===== config.mk =====
export PLATFORM = sky130hd
export DESIGN_NAME = clipped_rect_fill_spans
export DESIGN_NICKNAME = d
export VERILOG_FILES = /design/src/rtl/crfs_pkg.sv /design/src/rtl/crfs_cfg.sv /design/src/rtl/crfs_front.sv /design/src/rtl/crfs_queue.sv /design/src/rtl/crfs_back.sv /design/src/rtl/clipped_rect_fill_spans.sv
export SDC_FILE = /design/constraint.sdc
export NUM_CORES = 2
export LEC_CHECK = 0
export BUFFER_PORTS_ARGS = -buffer_cell sky130_fd_sc_hd__buf_4
export CORE_ASPECT_RATIO = 0.9
export CORE_MARGIN = 3
export CORE_UTILIZATION = 53
export DETAILED_ROUTE_END_ITERATION = 8
export PLACE_DENSITY = 0.79
export SLEW_MARGIN = 20
export SYNTH_ARGS = -nofsm -noshare
export SYNTH_HDL_FRONTEND = slang
export SYNTH_SLANG_ARGS = --single-unit
export TNS_END_PERCENT = 20

===== constraint.sdc =====
create_clock -name clk_i -period 24.4 [get_ports clk_i]
set_clock_uncertainty 0.1 [all_clocks]
set_input_delay 1.22 -clock clk_i [delete_from_list [all_inputs] [get_ports clk_i]]
set_output_delay 1.22 -clock clk_i [all_outputs]
set_load 0.02 [all_outputs]

===== src/rtl/crfs_pkg.sv =====
package crfs_pkg;

  // Coordinate width of the clip and height registers
  localparam int COORD_BITS    = 12;
  localparam int STRIDE_BITS   = 13;
  localparam int LW_BITS       = 8;
  localparam int IN_BITS       = 16;
  // Internal signed coordinate: holds a 16-bit input plus a line width without wrap
  localparam int CW            = IN_BITS + 2;
  localparam int OFF_BITS      = 24;
  localparam int LEN_BITS      = 17;
  localparam int IDX_BITS      = 3;
  localparam int CFG_DATA_BITS = (COORD_BITS > STRIDE_BITS) ? COORD_BITS : STRIDE_BITS;
  localparam int NBANDS        = 4;
  localparam int QDEPTH        = 4;
  localparam int QPTR_BITS     = $clog2(QDEPTH);

  // Command kinds
  localparam logic [1:0] KIND_RAW     = 2'd0;
  localparam logic [1:0] KIND_CLIP    = 2'd1;
  localparam logic [1:0] KIND_OUTLINE = 2'd2;

  // Register indexes
  localparam logic [IDX_BITS-1:0] REG_CLIP_LEFT   = 3'd0;
  localparam logic [IDX_BITS-1:0] REG_CLIP_RIGHT  = 3'd1;
  localparam logic [IDX_BITS-1:0] REG_CLIP_TOP    = 3'd2;
  localparam logic [IDX_BITS-1:0] REG_CLIP_BOTTOM = 3'd3;
  localparam logic [IDX_BITS-1:0] REG_HEIGHT_M1   = 3'd4;
  localparam logic [IDX_BITS-1:0] REG_ROW_STRIDE  = 3'd5;
  localparam logic [IDX_BITS-1:0] REG_LINE_W_H    = 3'd6;
  localparam logic [IDX_BITS-1:0] REG_LINE_W_V    = 3'd7;

  // Reset values
  localparam logic [COORD_BITS-1:0]  RST_CLIP_LEFT   = COORD_BITS'(0);
  localparam logic [COORD_BITS-1:0]  RST_CLIP_RIGHT  = COORD_BITS'(639);
  localparam logic [COORD_BITS-1:0]  RST_CLIP_TOP    = COORD_BITS'(0);
  localparam logic [COORD_BITS-1:0]  RST_CLIP_BOTTOM = COORD_BITS'(479);
  localparam logic [COORD_BITS-1:0]  RST_HEIGHT_M1   = COORD_BITS'(479);
  localparam logic [STRIDE_BITS-1:0] RST_ROW_STRIDE  = STRIDE_BITS'(640);
  localparam logic [LW_BITS-1:0]     RST_LINE_W      = LW_BITS'(1);

  typedef logic signed [CW-1:0] coord_t;

  typedef struct packed {
    logic [COORD_BITS-1:0]  clip_left;
    logic [COORD_BITS-1:0]  clip_right;
    logic [COORD_BITS-1:0]  clip_top;
    logic [COORD_BITS-1:0]  clip_bottom;
    logic [COORD_BITS-1:0]  height_m1;
    logic [STRIDE_BITS-1:0] row_stride;
    logic [LW_BITS-1:0]     line_w_h;
    logic [LW_BITS-1:0]     line_w_v;
  } cfg_t;

  typedef struct packed {
    coord_t xl;
    coord_t xr;
    coord_t yt;
    coord_t yb;
  } rect_t;

  // One band handed from the front to the back
  typedef struct packed {
    rect_t      r;
    logic [1:0] edge_id;
    logic       last;
  } band_t;

  function automatic coord_t smin(coord_t a, coord_t b);
    return (a < b) ? a : b;
  endfunction

  function automatic coord_t smax(coord_t a, coord_t b);
    return (a > b) ? a : b;
  endfunction

endpackage


===== src/rtl/crfs_cfg.sv =====
module crfs_cfg import crfs_pkg::*; (
  input  logic                     clk_i,
  input  logic                     rst_ni,
  input  logic                     cfg_we_i,
  input  logic [IDX_BITS-1:0]      cfg_idx_i,
  input  logic [CFG_DATA_BITS-1:0] cfg_wdata_i,
  output cfg_t                     cfg_o
);

  cfg_t cfg_d, cfg_q;

  // Decode the register write
  always_comb begin
    cfg_d = cfg_q;
    if (cfg_we_i) begin
      case (cfg_idx_i)
        REG_CLIP_LEFT:   cfg_d.clip_left   = cfg_wdata_i[COORD_BITS-1:0];
        REG_CLIP_RIGHT:  cfg_d.clip_right  = cfg_wdata_i[COORD_BITS-1:0];
        REG_CLIP_TOP:    cfg_d.clip_top    = cfg_wdata_i[COORD_BITS-1:0];
        REG_CLIP_BOTTOM: cfg_d.clip_bottom = cfg_wdata_i[COORD_BITS-1:0];
        REG_HEIGHT_M1:   cfg_d.height_m1   = cfg_wdata_i[COORD_BITS-1:0];
        REG_ROW_STRIDE:  cfg_d.row_stride  = cfg_wdata_i[STRIDE_BITS-1:0];
        REG_LINE_W_H:    cfg_d.line_w_h    = cfg_wdata_i[LW_BITS-1:0];
        REG_LINE_W_V:    cfg_d.line_w_v    = cfg_wdata_i[LW_BITS-1:0];
        default:         cfg_d = cfg_q;
      endcase
    end
  end

  always_ff @(posedge clk_i or negedge rst_ni) begin
    if (!rst_ni) begin
      cfg_q.clip_left   <= RST_CLIP_LEFT;
      cfg_q.clip_right  <= RST_CLIP_RIGHT;
      cfg_q.clip_top    <= RST_CLIP_TOP;
      cfg_q.clip_bottom <= RST_CLIP_BOTTOM;
      cfg_q.height_m1   <= RST_HEIGHT_M1;
      cfg_q.row_stride  <= RST_ROW_STRIDE;
      cfg_q.line_w_h    <= RST_LINE_W;
      cfg_q.line_w_v    <= RST_LINE_W;
    end else begin
      cfg_q <= cfg_d;
    end
  end

  assign cfg_o = cfg_q;

endmodule


===== src/rtl/crfs_front.sv =====
module crfs_front import crfs_pkg::*; (
  input  logic                      clk_i,
  input  logic                      rst_ni,
  input  cfg_t                      cfg_i,
  input  logic                      push,
  output logic                      full,
  input  logic [1:0]                kind_i,
  input  logic signed [IN_BITS-1:0] x_left_i,
  input  logic signed [IN_BITS-1:0] x_right_i,
  input  logic signed [IN_BITS-1:0] y_top_i,
  input  logic signed [IN_BITS-1:0] y_bottom_i,
  output logic                      band_push_o,
  output band_t                     band_o,
  input  logic                      band_full_i
);

  coord_t xl, xr, yt, yb, lv, lh;
  rect_t  raw_d [NBANDS];
  rect_t  rect_q [NBANDS];
  logic [NBANDS-1:0] mask_d, mask_q, new_mask;
  logic              clip_q;
  rect_t  clipped [NBANDS];
  logic [NBANDS-1:0] band_ok, pending, sel_oh, rest;
  logic              finish, accept;
  rect_t             sel_rect;
  logic [1:0]        sel_id;
  coord_t            cl, cr, ct, cb;

  // Derive the raw bands of the incoming command
  always_comb begin
    xl = coord_t'(x_left_i);
    xr = coord_t'(x_right_i);
    yt = coord_t'(y_top_i);
    yb = coord_t'(y_bottom_i);
    lv = coord_t'(cfg_i.line_w_v);
    lh = coord_t'(cfg_i.line_w_h);
    for (int i = 0; i < NBANDS; i++) begin
      raw_d[i] = '{xl: xl, xr: xr, yt: yt, yb: yb};
    end
    if (kind_i == KIND_OUTLINE) begin
      raw_d[0].yb = smin(coord_t'(yt + lv - 1), yb);
    end
    raw_d[1].yt = smax(coord_t'(yb - lv + 1), yt);
    raw_d[2].xr = smin(coord_t'(xl + lh - 1), xr);
    raw_d[3].xl = smax(coord_t'(xr - lh + 1), xl);
    case (kind_i)
      KIND_RAW, KIND_CLIP: new_mask = 4'b0001;
      KIND_OUTLINE:        new_mask = 4'b1111;
      default:             new_mask = 4'b0000;
    endcase
  end

  // Clip the held bands of a clipped command and pick the lowest pending non-empty one
  always_comb begin
    cl = coord_t'(cfg_i.clip_left);
    cr = coord_t'(cfg_i.clip_right);
    ct = coord_t'(cfg_i.clip_top);
    cb = coord_t'(cfg_i.clip_bottom);
    sel_rect = rect_q[0];
    sel_id   = 2'd0;
    for (int i = 0; i < NBANDS; i++) begin
      clipped[i] = rect_q[i];
      if (clip_q) begin
        clipped[i].xl = smax(rect_q[i].xl, cl);
        clipped[i].xr = smin(rect_q[i].xr, cr);
        clipped[i].yt = smax(rect_q[i].yt, ct);
        clipped[i].yb = smin(rect_q[i].yb, cb);
      end
      band_ok[i] = (clipped[i].xr >= clipped[i].xl) && (clipped[i].yb >= clipped[i].yt);
    end
    pending = mask_q & band_ok;
    sel_oh  = pending & (~pending + NBANDS'(1));
    rest    = pending & ~sel_oh;
    for (int i = 0; i < NBANDS; i++) begin
      if (sel_oh[i]) begin
        sel_rect = clipped[i];
        sel_id   = 2'(i);
      end
    end
  end

  assign band_push_o = (pending != '0) && !band_full_i;
  assign band_o      = '{r: sel_rect, edge_id: sel_id, last: (rest == '0)};

  // Slot frees once no band is left to hand on
  assign finish = (pending == '0) || (band_push_o && (rest == '0));
  assign full   = (mask_q != '0) && !finish;
  assign accept = push && !full;

  // Advance the band mask
  always_comb begin
    if (accept) begin
      mask_d = new_mask;
    end else if (finish) begin
      mask_d = '0;
    end else if (band_push_o) begin
      mask_d = mask_q & ~sel_oh;
    end else begin
      mask_d = mask_q;
    end
  end

  always_ff @(posedge clk_i or negedge rst_ni) begin
    if (!rst_ni) begin
      mask_q <= '0;
    end else begin
      mask_q <= mask_d;
    end
  end

  // Hold the command's bands
  always_ff @(posedge clk_i) begin
    if (accept) begin
      rect_q <= raw_d;
      clip_q <= (kind_i != KIND_RAW);
    end
  end

  // A band handed on is never empty
  assert property (@(posedge clk_i) disable iff (!rst_ni)
    band_push_o |-> (band_o.r.xr >= band_o.r.xl) && (band_o.r.yb >= band_o.r.yt))
    else $error("empty band handed on");

  // The last band of a command leaves the slot free
  assert property (@(posedge clk_i) disable iff (!rst_ni)
    band_push_o && band_o.last && !push |=> mask_q == '0)
    else $error("slot still busy after last band");

endmodule


===== src/rtl/crfs_queue.sv =====
module crfs_queue import crfs_pkg::*; (
  input  logic  clk_i,
  input  logic  rst_ni,
  input  logic  wr_i,
  input  band_t wdata_i,
  output logic  full_o,
  input  logic  rd_i,
  output band_t rdata_o,
  output logic  empty_o
);

  band_t                mem_q [QDEPTH];
  logic [QPTR_BITS-1:0] wr_ptr_d, wr_ptr_q, rd_ptr_d, rd_ptr_q;
  logic [QPTR_BITS:0]   count_d, count_q;
  logic                 do_wr, do_rd;

  assign full_o  = (count_q == (QPTR_BITS+1)'(QDEPTH));
  assign empty_o = (count_q == '0);
  assign do_wr   = wr_i && !full_o;
  assign do_rd   = rd_i && !empty_o;
  assign rdata_o = mem_q[rd_ptr_q];

  // Advance pointers and fill count
  always_comb begin
    wr_ptr_d = do_wr ? wr_ptr_q + QPTR_BITS'(1) : wr_ptr_q;
    rd_ptr_d = do_rd ? rd_ptr_q + QPTR_BITS'(1) : rd_ptr_q;
    count_d  = count_q;
    if (do_wr && !do_rd) begin
      count_d = count_q + (QPTR_BITS+1)'(1);
    end else if (do_rd && !do_wr) begin
      count_d = count_q - (QPTR_BITS+1)'(1);
    end
  end

  always_ff @(posedge clk_i or negedge rst_ni) begin
    if (!rst_ni) begin
      wr_ptr_q <= '0;
      rd_ptr_q <= '0;
      count_q  <= '0;
    end else begin
      wr_ptr_q <= wr_ptr_d;
      rd_ptr_q <= rd_ptr_d;
      count_q  <= count_d;
    end
  end

  // Store the incoming band
  always_ff @(posedge clk_i) begin
    if (do_wr) begin
      mem_q[wr_ptr_q] <= wdata_i;
    end
  end

  // Fill count never passes the depth
  assert property (@(posedge clk_i) disable iff (!rst_ni)
    count_q <= (QPTR_BITS+1)'(QDEPTH))
    else $error("band queue overflow");

endmodule


===== src/rtl/crfs_back.sv =====
module crfs_back import crfs_pkg::*; (
  input  logic                clk_i,
  input  logic                rst_ni,
  input  cfg_t                cfg_i,
  input  band_t               band_i,
  input  logic                band_empty_i,
  output logic                band_rd_o,
  output logic                empty,
  input  logic                pop,
  output logic [OFF_BITS-1:0] start_offset_o,
  output logic [LEN_BITS-1:0] span_width_o,
  output logic [LEN_BITS-1:0] row_count_o,
  output logic [1:0]          edge_res_o,
  output logic                last_o
);

  logic                s1_v_q, s2_v_q, s1_rdy, s2_rdy;
  coord_t              diff;
  logic [OFF_BITS-1:0] diff_w;
  logic [OFF_BITS-1:0] xl_q, prod_q, off_q;
  logic [LEN_BITS-1:0] w1_q, r1_q, w2_q, r2_q;
  logic [1:0]          e1_q, e2_q;
  logic                l1_q, l2_q;

  assign s2_rdy    = !s2_v_q || pop;
  assign s1_rdy    = !s1_v_q || s2_rdy;
  assign band_rd_o = !band_empty_i && s1_rdy;

  // Row distance from the bottom of stored memory, wrapped to the offset width
  assign diff   = coord_t'(coord_t'(cfg_i.height_m1) - band_i.r.yb);
  assign diff_w = OFF_BITS'(diff);

  always_ff @(posedge clk_i or negedge rst_ni) begin
    if (!rst_ni) begin
      s1_v_q <= 1'b0;
      s2_v_q <= 1'b0;
    end else begin
      if (s1_rdy) begin
        s1_v_q <= !band_empty_i;
      end
      if (s2_rdy) begin
        s2_v_q <= s1_v_q;
      end
    end
  end

  // Multiply stage: row product and lengths
  always_ff @(posedge clk_i) begin
    if (band_rd_o) begin
      xl_q   <= OFF_BITS'(band_i.r.xl);
      prod_q <= OFF_BITS'(diff_w * OFF_BITS'(cfg_i.row_stride));
      w1_q   <= LEN_BITS'(band_i.r.xr - band_i.r.xl + 1);
      r1_q   <= LEN_BITS'(band_i.r.yb - band_i.r.yt + 1);
      e1_q   <= band_i.edge_id;
      l1_q   <= band_i.last;
    end
  end

  // Output stage: add the column and hold until popped
  always_ff @(posedge clk_i) begin
    if (s2_rdy && s1_v_q) begin
      off_q <= xl_q + prod_q;
      w2_q  <= w1_q;
      r2_q  <= r1_q;
      e2_q  <= e1_q;
      l2_q  <= l1_q;
    end
  end

  assign empty          = !s2_v_q;
  assign start_offset_o = off_q;
  assign span_width_o   = w2_q;
  assign row_count_o    = r2_q;
  assign edge_res_o     = e2_q;
  assign last_o         = l2_q;

  // A span on offer always covers at least one byte and one row
  assert property (@(posedge clk_i) disable iff (!rst_ni)
    s2_v_q |-> (w2_q != '0) && (r2_q != '0))
    else $error("zero-sized span on output");

endmodule


===== src/rtl/clipped_rect_fill_spans.sv =====
// Clipped rectangle fill span generator. Each command (raw fill, clipped fill
// or clipped outline) is turned into up to four fill spans, each carrying the
// byte offset of its lowest stored row in a bottom-up 8-bit frame buffer, its
// width, its row count, which edge band it is and a mark on the last span of
// the command. Commands that clip away completely, and kind 3, yield no span.
// A command is taken at the same edge at which the previous one hands on its
// last band. The band sequencer emits one band per cycle into the four-entry
// band queue while it is not full. The first span of a command passes the
// command register, the band queue, the multiply stage and the output register
// on its way to the result side; after that results may be popped one per
// cycle while spans keep coming. Registers are written through the plain write
// port and should only be changed while the block holds no work.
module clipped_rect_fill_spans import crfs_pkg::*; (
  input  logic                      clk_i,
  input  logic                      rst_ni,
  input  logic                      cfg_we_i,
  input  logic [IDX_BITS-1:0]       cfg_idx_i,
  input  logic [CFG_DATA_BITS-1:0]  cfg_wdata_i,
  input  logic                      push,
  output logic                      full,
  input  logic [1:0]                kind_i,
  input  logic signed [IN_BITS-1:0] x_left_i,
  input  logic signed [IN_BITS-1:0] x_right_i,
  input  logic signed [IN_BITS-1:0] y_top_i,
  input  logic signed [IN_BITS-1:0] y_bottom_i,
  output logic                      empty,
  input  logic                      pop,
  output logic [OFF_BITS-1:0]       start_offset_o,
  output logic [LEN_BITS-1:0]       span_width_o,
  output logic [LEN_BITS-1:0]       row_count_o,
  output logic [1:0]                edge_res_o,
  output logic                      last_o
);

  cfg_t  cfg;
  band_t band_in, band_out;
  logic  band_wr, band_full, band_rd, band_empty;

  // Configuration registers
  crfs_cfg u_cfg (
    .clk_i       (clk_i),
    .rst_ni      (rst_ni),
    .cfg_we_i    (cfg_we_i),
    .cfg_idx_i   (cfg_idx_i),
    .cfg_wdata_i (cfg_wdata_i),
    .cfg_o       (cfg)
  );

  // Accept commands and split them into bands
  crfs_front u_front (
    .clk_i       (clk_i),
    .rst_ni      (rst_ni),
    .cfg_i       (cfg),
    .push        (push),
    .full        (full),
    .kind_i      (kind_i),
    .x_left_i    (x_left_i),
    .x_right_i   (x_right_i),
    .y_top_i     (y_top_i),
    .y_bottom_i  (y_bottom_i),
    .band_push_o (band_wr),
    .band_o      (band_in),
    .band_full_i (band_full)
  );

  // Decouple the band sequencer from the span arithmetic
  crfs_queue u_queue (
    .clk_i   (clk_i),
    .rst_ni  (rst_ni),
    .wr_i    (band_wr),
    .wdata_i (band_in),
    .full_o  (band_full),
    .rd_i    (band_rd),
    .rdata_o (band_out),
    .empty_o (band_empty)
  );

  // Compute offsets and lengths
  crfs_back u_back (
    .clk_i          (clk_i),
    .rst_ni         (rst_ni),
    .cfg_i          (cfg),
    .band_i         (band_out),
    .band_empty_i   (band_empty),
    .band_rd_o      (band_rd),
    .empty          (empty),
    .pop            (pop),
    .start_offset_o (start_offset_o),
    .span_width_o   (span_width_o),
    .row_count_o    (row_count_o),
    .edge_res_o     (edge_res_o),
    .last_o         (last_o)
  );

endmodule


# After elaboration in Yosys (flattened, before gate mapping)

Memory sizes are Yosys's and may differ from the RTL's.
Index checks and enable logic that the tools add are counted.

Flip-flop bits (word level): 379
Bits in writable memories: 300
Input bits: 87
Output and inout port bits: 63
Logic and storage cells: 167
Memories kept: 1

$add $sub $neg: 19
$mul: 1
$lt $le $gt $ge: 20
Equality and inequality tests: 10
Multiplexer cells: 32
Bitwise operators: 6
Reduce and logical (&&, ||, !) cells: 44

Memories:

| name          | depth | bits a word | read ports | clocked after Yosys merged registers in | write ports | RTL line         | text |
|---|---|---|---|---|---|---|---|
| u_queue.mem_q | 4     | 75          | 1          | 0                                       | 1           | crfs_queue.sv:12 | `band_t mem_q [QDEPTH];` |

Operators by type and width:

| operator                | number |
|---|---|
| $mux W72                | 8 |
| $mux W18                | 13 |
| $ge A18 B18 Y1          | 8 |
| $add A18 B2 Y18 const B | 2 |
| $gt A18 B13 Y1          | 2 |
| $gt A18 B16 Y1          | 2 |
| $lt A18 B13 Y1          | 2 |
| $lt A18 B16 Y1          | 2 |
| $sub A18 B2 Y18 const B | 2 |
| $add A16 B9 Y17         | 2 |
| $add A17 B2 Y17 const B | 2 |
| $sub A16 B9 Y17         | 2 |
| $sub A17 B17 Y17        | 2 |
| $gt A16 B13 Y1          | 2 |
| $lt A16 B13 Y1          | 2 |
| $add A24 B24 Y24        | 1 |
| $mul A18 B14 Y24        | 1 |
| $sub A13 B18 Y18        | 1 |
| $and A4 B4 Y4           | 4 |
| $reduce_and A2 Y1       | 8 |
| $eq A3 B3 Y1 const B    | 5 |
| $logic_and A1 B1 Y1     | 14 |
| $mux W4                 | 3 |
| $logic_not A1 Y1        | 8 |
| other kinds (21)        | 34 |

# Depth between registers and ports, before layout

Depth after elaboration: 19
Depth in mapped cells: 36
Depth with buffers taken out: 33

# Cells and area by module

From an unflattened synthesis, not the netlist that was laid out.

Cell total of the unflattened synthesis: 3971
Area total of the unflattened synthesis: 46641.0 um2

By module, submodules not included:

| module     | times used | cells each | area each (um2) | sequential area each (um2) |
|---|---|---|---|---|
| crfs_front | 1          | 1944       | 17317.9         | 4214.0 |
| crfs_back  | 1          | 1404       | 14655.3         | 4254.1 |
| crfs_queue | 1          | 428        | 11270.8         | 9183.8 |
| crfs_cfg   | 1          | 195        | 3397.0          | 2262.2 |

# Worst setup path before layout

OpenSTA, ideal clock, no wires.

Kind: register -> register
From: register u_cfg.cfg_q (netlist bit u_cfg.cfg_o[42])
To: register u_front.clip_q, enable pin
Setup time: 0.648 ns
Data arrival time: 11.583 ns
Data required time: 23.652 ns
Slack: 12.069 ns
Cell stages (with the launch flop): 32
Path buffers: 3
Period minus slack after synthesis: 12.331 ns
Cell sequence: dfstp_2 inv_1 ha_1 a21o_1 a21o_1 a21o_1 a21o_1 a21o_1 a21o_1 a21o_1 a21o_1 a21oi_1 o21ai_0 ha_1 nand2_1 clkbuf_1 nand2_1 o21ai_0 ha_1 nor2b_1 o21a_1 o21a_1 o21a_1 o21ai_1 or4b_1 o221ai_1 or4_1 buf_2 and2_1 buf_2 a32oi_4 nor2b_1

Longest elaborated chain between the ends: 18
Elaborated cells on any way between the ends: 32
Those cells by class: add/sub (1); order compare (6); mux (6); bitwise (5); reduce/logical (14)

RTL lines:

| element                                                 | RTL line                      | text |
|---|---|---|
| start, declared                                         | crfs_cfg.sv:10                | `cfg_t cfg_d, cfg_q;` |
| start signal, assigned                                  | crfs_cfg.sv:41                | `cfg_q <= cfg_d;` |
| $lt A18 B13 Y1 / $lt A16 B13 Y1 (equally long branches) | crfs_pkg.sv:70                | `return (a < b) ? a : b;` |
| $mux W18                                                | crfs_pkg.sv:70                |  |
| $mux W72                                                | crfs_front.sv:63              | `if (clip_q) begin` |
| $ge A18 B18 Y1                                          | crfs_front.sv:69              | `band_ok[i] = (clipped[i].xr >= clipped[i].xl) && (clipped[i].yb >= clipped[i].yt);` |
| $logic_and A1 B1 Y1                                     | crfs_front.sv:69              |  |
| $and A4 B4 Y4 (*)                                       | crfs_front.sv:71              | `pending = mask_q & band_ok;` |
| $not A4 Y4                                              | crfs_front.sv:72              | `sel_oh = pending & (~pending + NBANDS'(1));` |
| $add A4 B1 Y4                                           | crfs_front.sv:72              |  |
| [... 4 more ...]                                        | n/a                           |  |
| $logic_and A1 B1 Y1                                     | crfs_front.sv:86              | `assign finish = (pending == '0) \|\| (band_push_o && (rest == '0));` |
| $logic_or A1 B1 Y1 (*)                                  | crfs_front.sv:86              |  |
| $logic_not A1 Y1 (*)                                    | crfs_front.sv:87              | `assign full = (mask_q != '0) && !finish;` |
| $logic_and A1 B1 Y1 (*)                                 | crfs_front.sv:87              |  |
| via full                                                | clipped_rect_fill_spans.sv:20 | `output logic full,` |
| $logic_not A1 Y1 (*)                                    | crfs_front.sv:88              | `assign accept = push && !full;` |
| $logic_and A1 B1 Y1 (*)                                 | crfs_front.sv:88              |  |
| via u_front.accept                                      | crfs_front.sv:24              | `logic finish, accept;` |
| end signal, assigned                                    | crfs_front.sv:115             | `clip_q <= (kind_i != KIND_RAW);` |
| end, declared                                           | crfs_front.sv:21              | `logic clip_q;` |

Mark *: on every way through the listed nets, which the timed path passes. The rest lies on a longest branch.
A chain may end at the register's enable or synchronous reset.

# Worst setup path after layout

From: register u_cfg.cfg_q (netlist bit u_cfg.cfg_o[42])
To: output full

Longest elaborated chain between the ends: 16
Elaborated cells on any way between the ends: 30
Those cells by class: add/sub (1); order compare (6); mux (6); bitwise (5); reduce/logical (12)

RTL lines:

| element                                                 | RTL line                      | text |
|---|---|---|
| $lt A18 B13 Y1 / $lt A16 B13 Y1 (equally long branches) | crfs_pkg.sv:70                |  |
| $mux W18                                                | crfs_pkg.sv:70                |  |
| $mux W72                                                | crfs_front.sv:63              |  |
| $ge A18 B18 Y1                                          | crfs_front.sv:69              |  |
| $logic_and A1 B1 Y1                                     | crfs_front.sv:69              |  |
| $and A4 B4 Y4 (*)                                       | crfs_front.sv:71              |  |
| $not A4 Y4                                              | crfs_front.sv:72              |  |
| $add A4 B1 Y4                                           | crfs_front.sv:72              |  |
| $and A4 B4 Y4                                           | crfs_front.sv:72              |  |
| $not A4 Y4                                              | crfs_front.sv:73              | `rest = pending & ~sel_oh;` |
| $and A4 B4 Y4                                           | crfs_front.sv:73              |  |
| $logic_not A4 Y1                                        | crfs_front.sv:86              |  |
| $logic_and A1 B1 Y1                                     | crfs_front.sv:86              |  |
| $logic_or A1 B1 Y1 (*)                                  | crfs_front.sv:86              |  |
| $logic_not A1 Y1 (*)                                    | crfs_front.sv:87              |  |
| $logic_and A1 B1 Y1 (*)                                 | crfs_front.sv:87              |  |
| end, declared                                           | clipped_rect_fill_spans.sv:20 |  |

Every way passes the cells marked *; elsewhere a longest branch is shown, timed or not.

==> flow_metrics.env <==
export IMPL_synth_cells=4143
export IMPL_grt_max_degree=74
export IMPL_post_cts_setup_buffer_count=0
export IMPL_drive_gt1_frac=0.129
export IMPL_cts_buffers=73
export IMPL_required_ns=23.08
export IMPL_coreArea_um2=86500
export IMPL_final_nets=5001
export IMPL_relSlewSlack=0.255
export IMPL_synth_flop_cell="edfxtp_1"
export IMPL_io_buffer_count=149
export IMPL_first_pass_iters=6
export IMPL_drt_iter0_markers=3342
export IMPL_crit_buf_inv=3
export IMPL_syn_to_final_growth_pct=10.5
export IMPL_synth_edf_count=569
export IMPL_yosys_area_top_type="edfxtp_1"
export IMPL_ant_nets=0
export IMPL_viasPerCell=5.91
export IMPL_cts_max_path_buffers=3
export IMPL_gr_usage_all_layers=0.252
export IMPL_setup_viol=0
export IMPL_dp_hpwl_um=86900
export IMPL_dp_cells=5341
export IMPL_synth_top_cell_area_share=0.367
export IMPL_design_portCount=150
export IMPL_synth_async_sr_flop_share=0.152
export IMPL_cp_arrival_ns=8.36
export IMPL_fin_ws_ns=14.72
export IMPL_cts_repair_resized=0
export IMPL_seq_area_um2=19700
export IMPL_place_ws_ns=14.90
export IMPL_final_cells=5478
export IMPL_netlist_area_um2=46500
export IMPL_cp_max_fo=38
export IMPL_die_width_um=318
export IMPL_setup_tns_ns=0
export IMPL_status="completed"
export IMPL_ys_seq_elements=671
export IMPL_crit_family="compound AO/OA/AOI/OAI gates"
export IMPL_worstSetupPathType="flop to output port"
export IMPL_drc=0
export IMPL_gr_total_overflow=0
export IMPL_slowest_delay_ns=0.77
export IMPL_grt_pass1_wl_um=182000
export IMPL_clkSinkCount=671
export IMPL_cp_slowest_cell="clkinv_1"
export IMPL_rows=102
export IMPL_path_clk_slew_ns=0.06
export IMPL_yosysWarnings=0
export IMPL_wl_per_cell_um=21.0
export IMPL_fmax_ghz=0.103
export IMPL_utilization=0.594
export IMPL_synth_area_per_cell_um2=11.2
export IMPL_ys_types=97
export IMPL_clockRootBuffer="clkbuf_16"
export IMPL_hp_class="flop to flop"
export IMPL_tritoncts="built"
export IMPL_multi_input_area_um2=24600
export IMPL_insertion_delay_ns=0.62
export IMPL_hold_buffers=0
export IMPL_final_hold_violation_count=0
export IMPL_rsz0062_at_grt="false"
export IMPL_end_kind="output port"
export IMPL_via_count=32400
export IMPL_die_area_um2=91300
export IMPL_yosysSeqAreaShare=0.423
export IMPL_netlist_top_cells_area="edfxtp_1 (37%), ha_1 (13%), fa_1 (7.5%), dfrtp_1 (4.0%), inv_1 (3.9%)"
export IMPL_wl_um=115000
export IMPL_final_min_clock_period_ns=9.68
export IMPL_post_route_period_util=0.397
export IMPL_die_height_um=287
export IMPL_synth_fp_nets=4871
export IMPL_fillers=6922
export IMPL_routabilityCongestion=0.924
export IMPL_final_cell_mix="edfxtp_1 (569), inv_1 (487), ha_1 (467), nand2_1 (353), o21ai_0 (195)"
export IMPL_maxCapViolCount=0
export IMPL_start_util=0.538
export IMPL_mostFrequentLayoutCell="edfxtp_1"
export IMPL_grt_pass1_vias=32300
export IMPL_antenna_found_initial=4
export IMPL_htree_levels=3
export IMPL_tightest_slew_ns=1.12
export IMPL_slew_violations=0
export IMPL_crit_path_start_kind="flop"
-- Yosys cell counts (11+ instances only) --
master    number
inv_1        487
and3_1        16
xor2_1        45
nor2b_1       55
nor3_1        71
o21ai_0      195
xnor2_1      140
edfxtp_1     569
a31oi_1       17
or3_1         24
buf_1         13
a211oi_1      34
or4_1         11
nor4_1        32
a21o_1       104
nor2_1       155
mux2i_1       54
buf_2         16
and2_1       116
o221ai_1      20
fa_1         174
a21oi_1      189
nand2_1      353
clkbuf_1      96
nand3_1       52
nand4_1       41
o21a_1        35
o211ai_1      18
a21boi_0      12
nand2b_1      35
dfstp_2       28
dfrtp_1       74
o22ai_1       26
mux4_2        73
o21bai_1      13
mux2_2       102
ha_1         467
-- layer usage --
layer | track usage | part of all wire | vias up | routed length [um]
met1 | 0.358 | 0.43 | 15800 | 49500
met2 | 0.399 | 0.45 | 1258 | 52400
met3 | 0.0432 | 0.083 | 221 | 9580
met5 | 0 | 0.00023 | - | 27
met4 | 0.0765 | 0.033 | 4 | 3770
li1 | - | - | 15200 | -
-- path summary, 6_finish.rpt --
path | start | end | slack, ns | cells after the start
min in group asynchronous | rst_ni | u_cfg.cfg_o[15] | 0.62 | 1
max | u_cfg.cfg_o[42] | full | 14.72 | 26
max reg2reg | u_queue.rd_ptr_q[0] | u_back.prod_q[23] | 14.95 | 28
max in group asynchronous | rst_ni | u_queue.rd_ptr_q[1] | 22.32 | 2
min | u_back.r1_q[3] | u_back.row_count_o[3] | 0.32 | 0
min reg2reg | u_back.r1_q[3] | u_back.row_count_o[3] | 0.32 | 0
-- through the flow --
stage / hold slack, ns / area (um2)
2_1_floorplan: 0.300 / 46500
3_5_place_dp: 0.305 / 48900
6_report: 0.317 / 51400
4_1_cts: 0.317 / 51400
3_3_place_gp: 0.305 / 48900
5_1_grt: 0.326 / 51400
-- registers in the layout, indices dropped and copies added, names as in the netlist, 3 cells and up --
signal,cells
u_back.start_offset_o,24
u_queue.mem_q,292
u_queue.count_q,3
u_back.xl_q,18
u_front.rect_q,136
u_back.row_count_o,17
u_front.mask_q,4
u_cfg.cfg_o,89
u_back.w1_q,17
u_back.span_width_o,17
u_back.r1_q,17
u_back.prod_q,24
-- final cells by class --
class,count,share of cell area
tap,1144,0.0278
clock buffer,82,0.0370
timing repair buffer,183,0.0270
clock inverter,53,0.0116
inverter,490,0.0358
antenna,1,0.0000487
multi-input combinational,2854,0.478
sequential,671,0.383
-- worst register-to-register path, delay by kind of cell (launching register included) --
kind                     cells  cell delay [ns]
AO/OA/AOI/OAI                7             1.36
XOR/XNOR                     2             0.83
flip-flops                   1             0.78
AND/OR/NAND/NOR              3             0.67
adder cells (fa/ha/maj)      8             3.63
multiplexers                 1             0.66
buffers and inverters        7             1.19
-- kinds of logic (layout without fill, tap and decap cells) --
| family | count (synthesis) | in the layout | synth area share |
|---|---|---|---|
| AND/OR/NAND/NOR | 1011 | 1011 | 0.108 |
| buffers and inverters | 618 | 808 | 0.0507 |
| XOR/XNOR | 187 | 187 | 0.0358 |
| multiplexers | 230 | 230 | 0.0719 |
| AO/OA/AOI/OAI | 784 | 784 | 0.110 |
| adder cells (fa/ha/maj) | 642 | 642 | 0.201 |
| other | 0 | 1 | 0 |
| flip-flops | 671 | 671 | 0.423 |
Power is left out: the tool's default activity adds up to more than one toggle a clock period on the data nets, which glitch-free logic cannot reach.
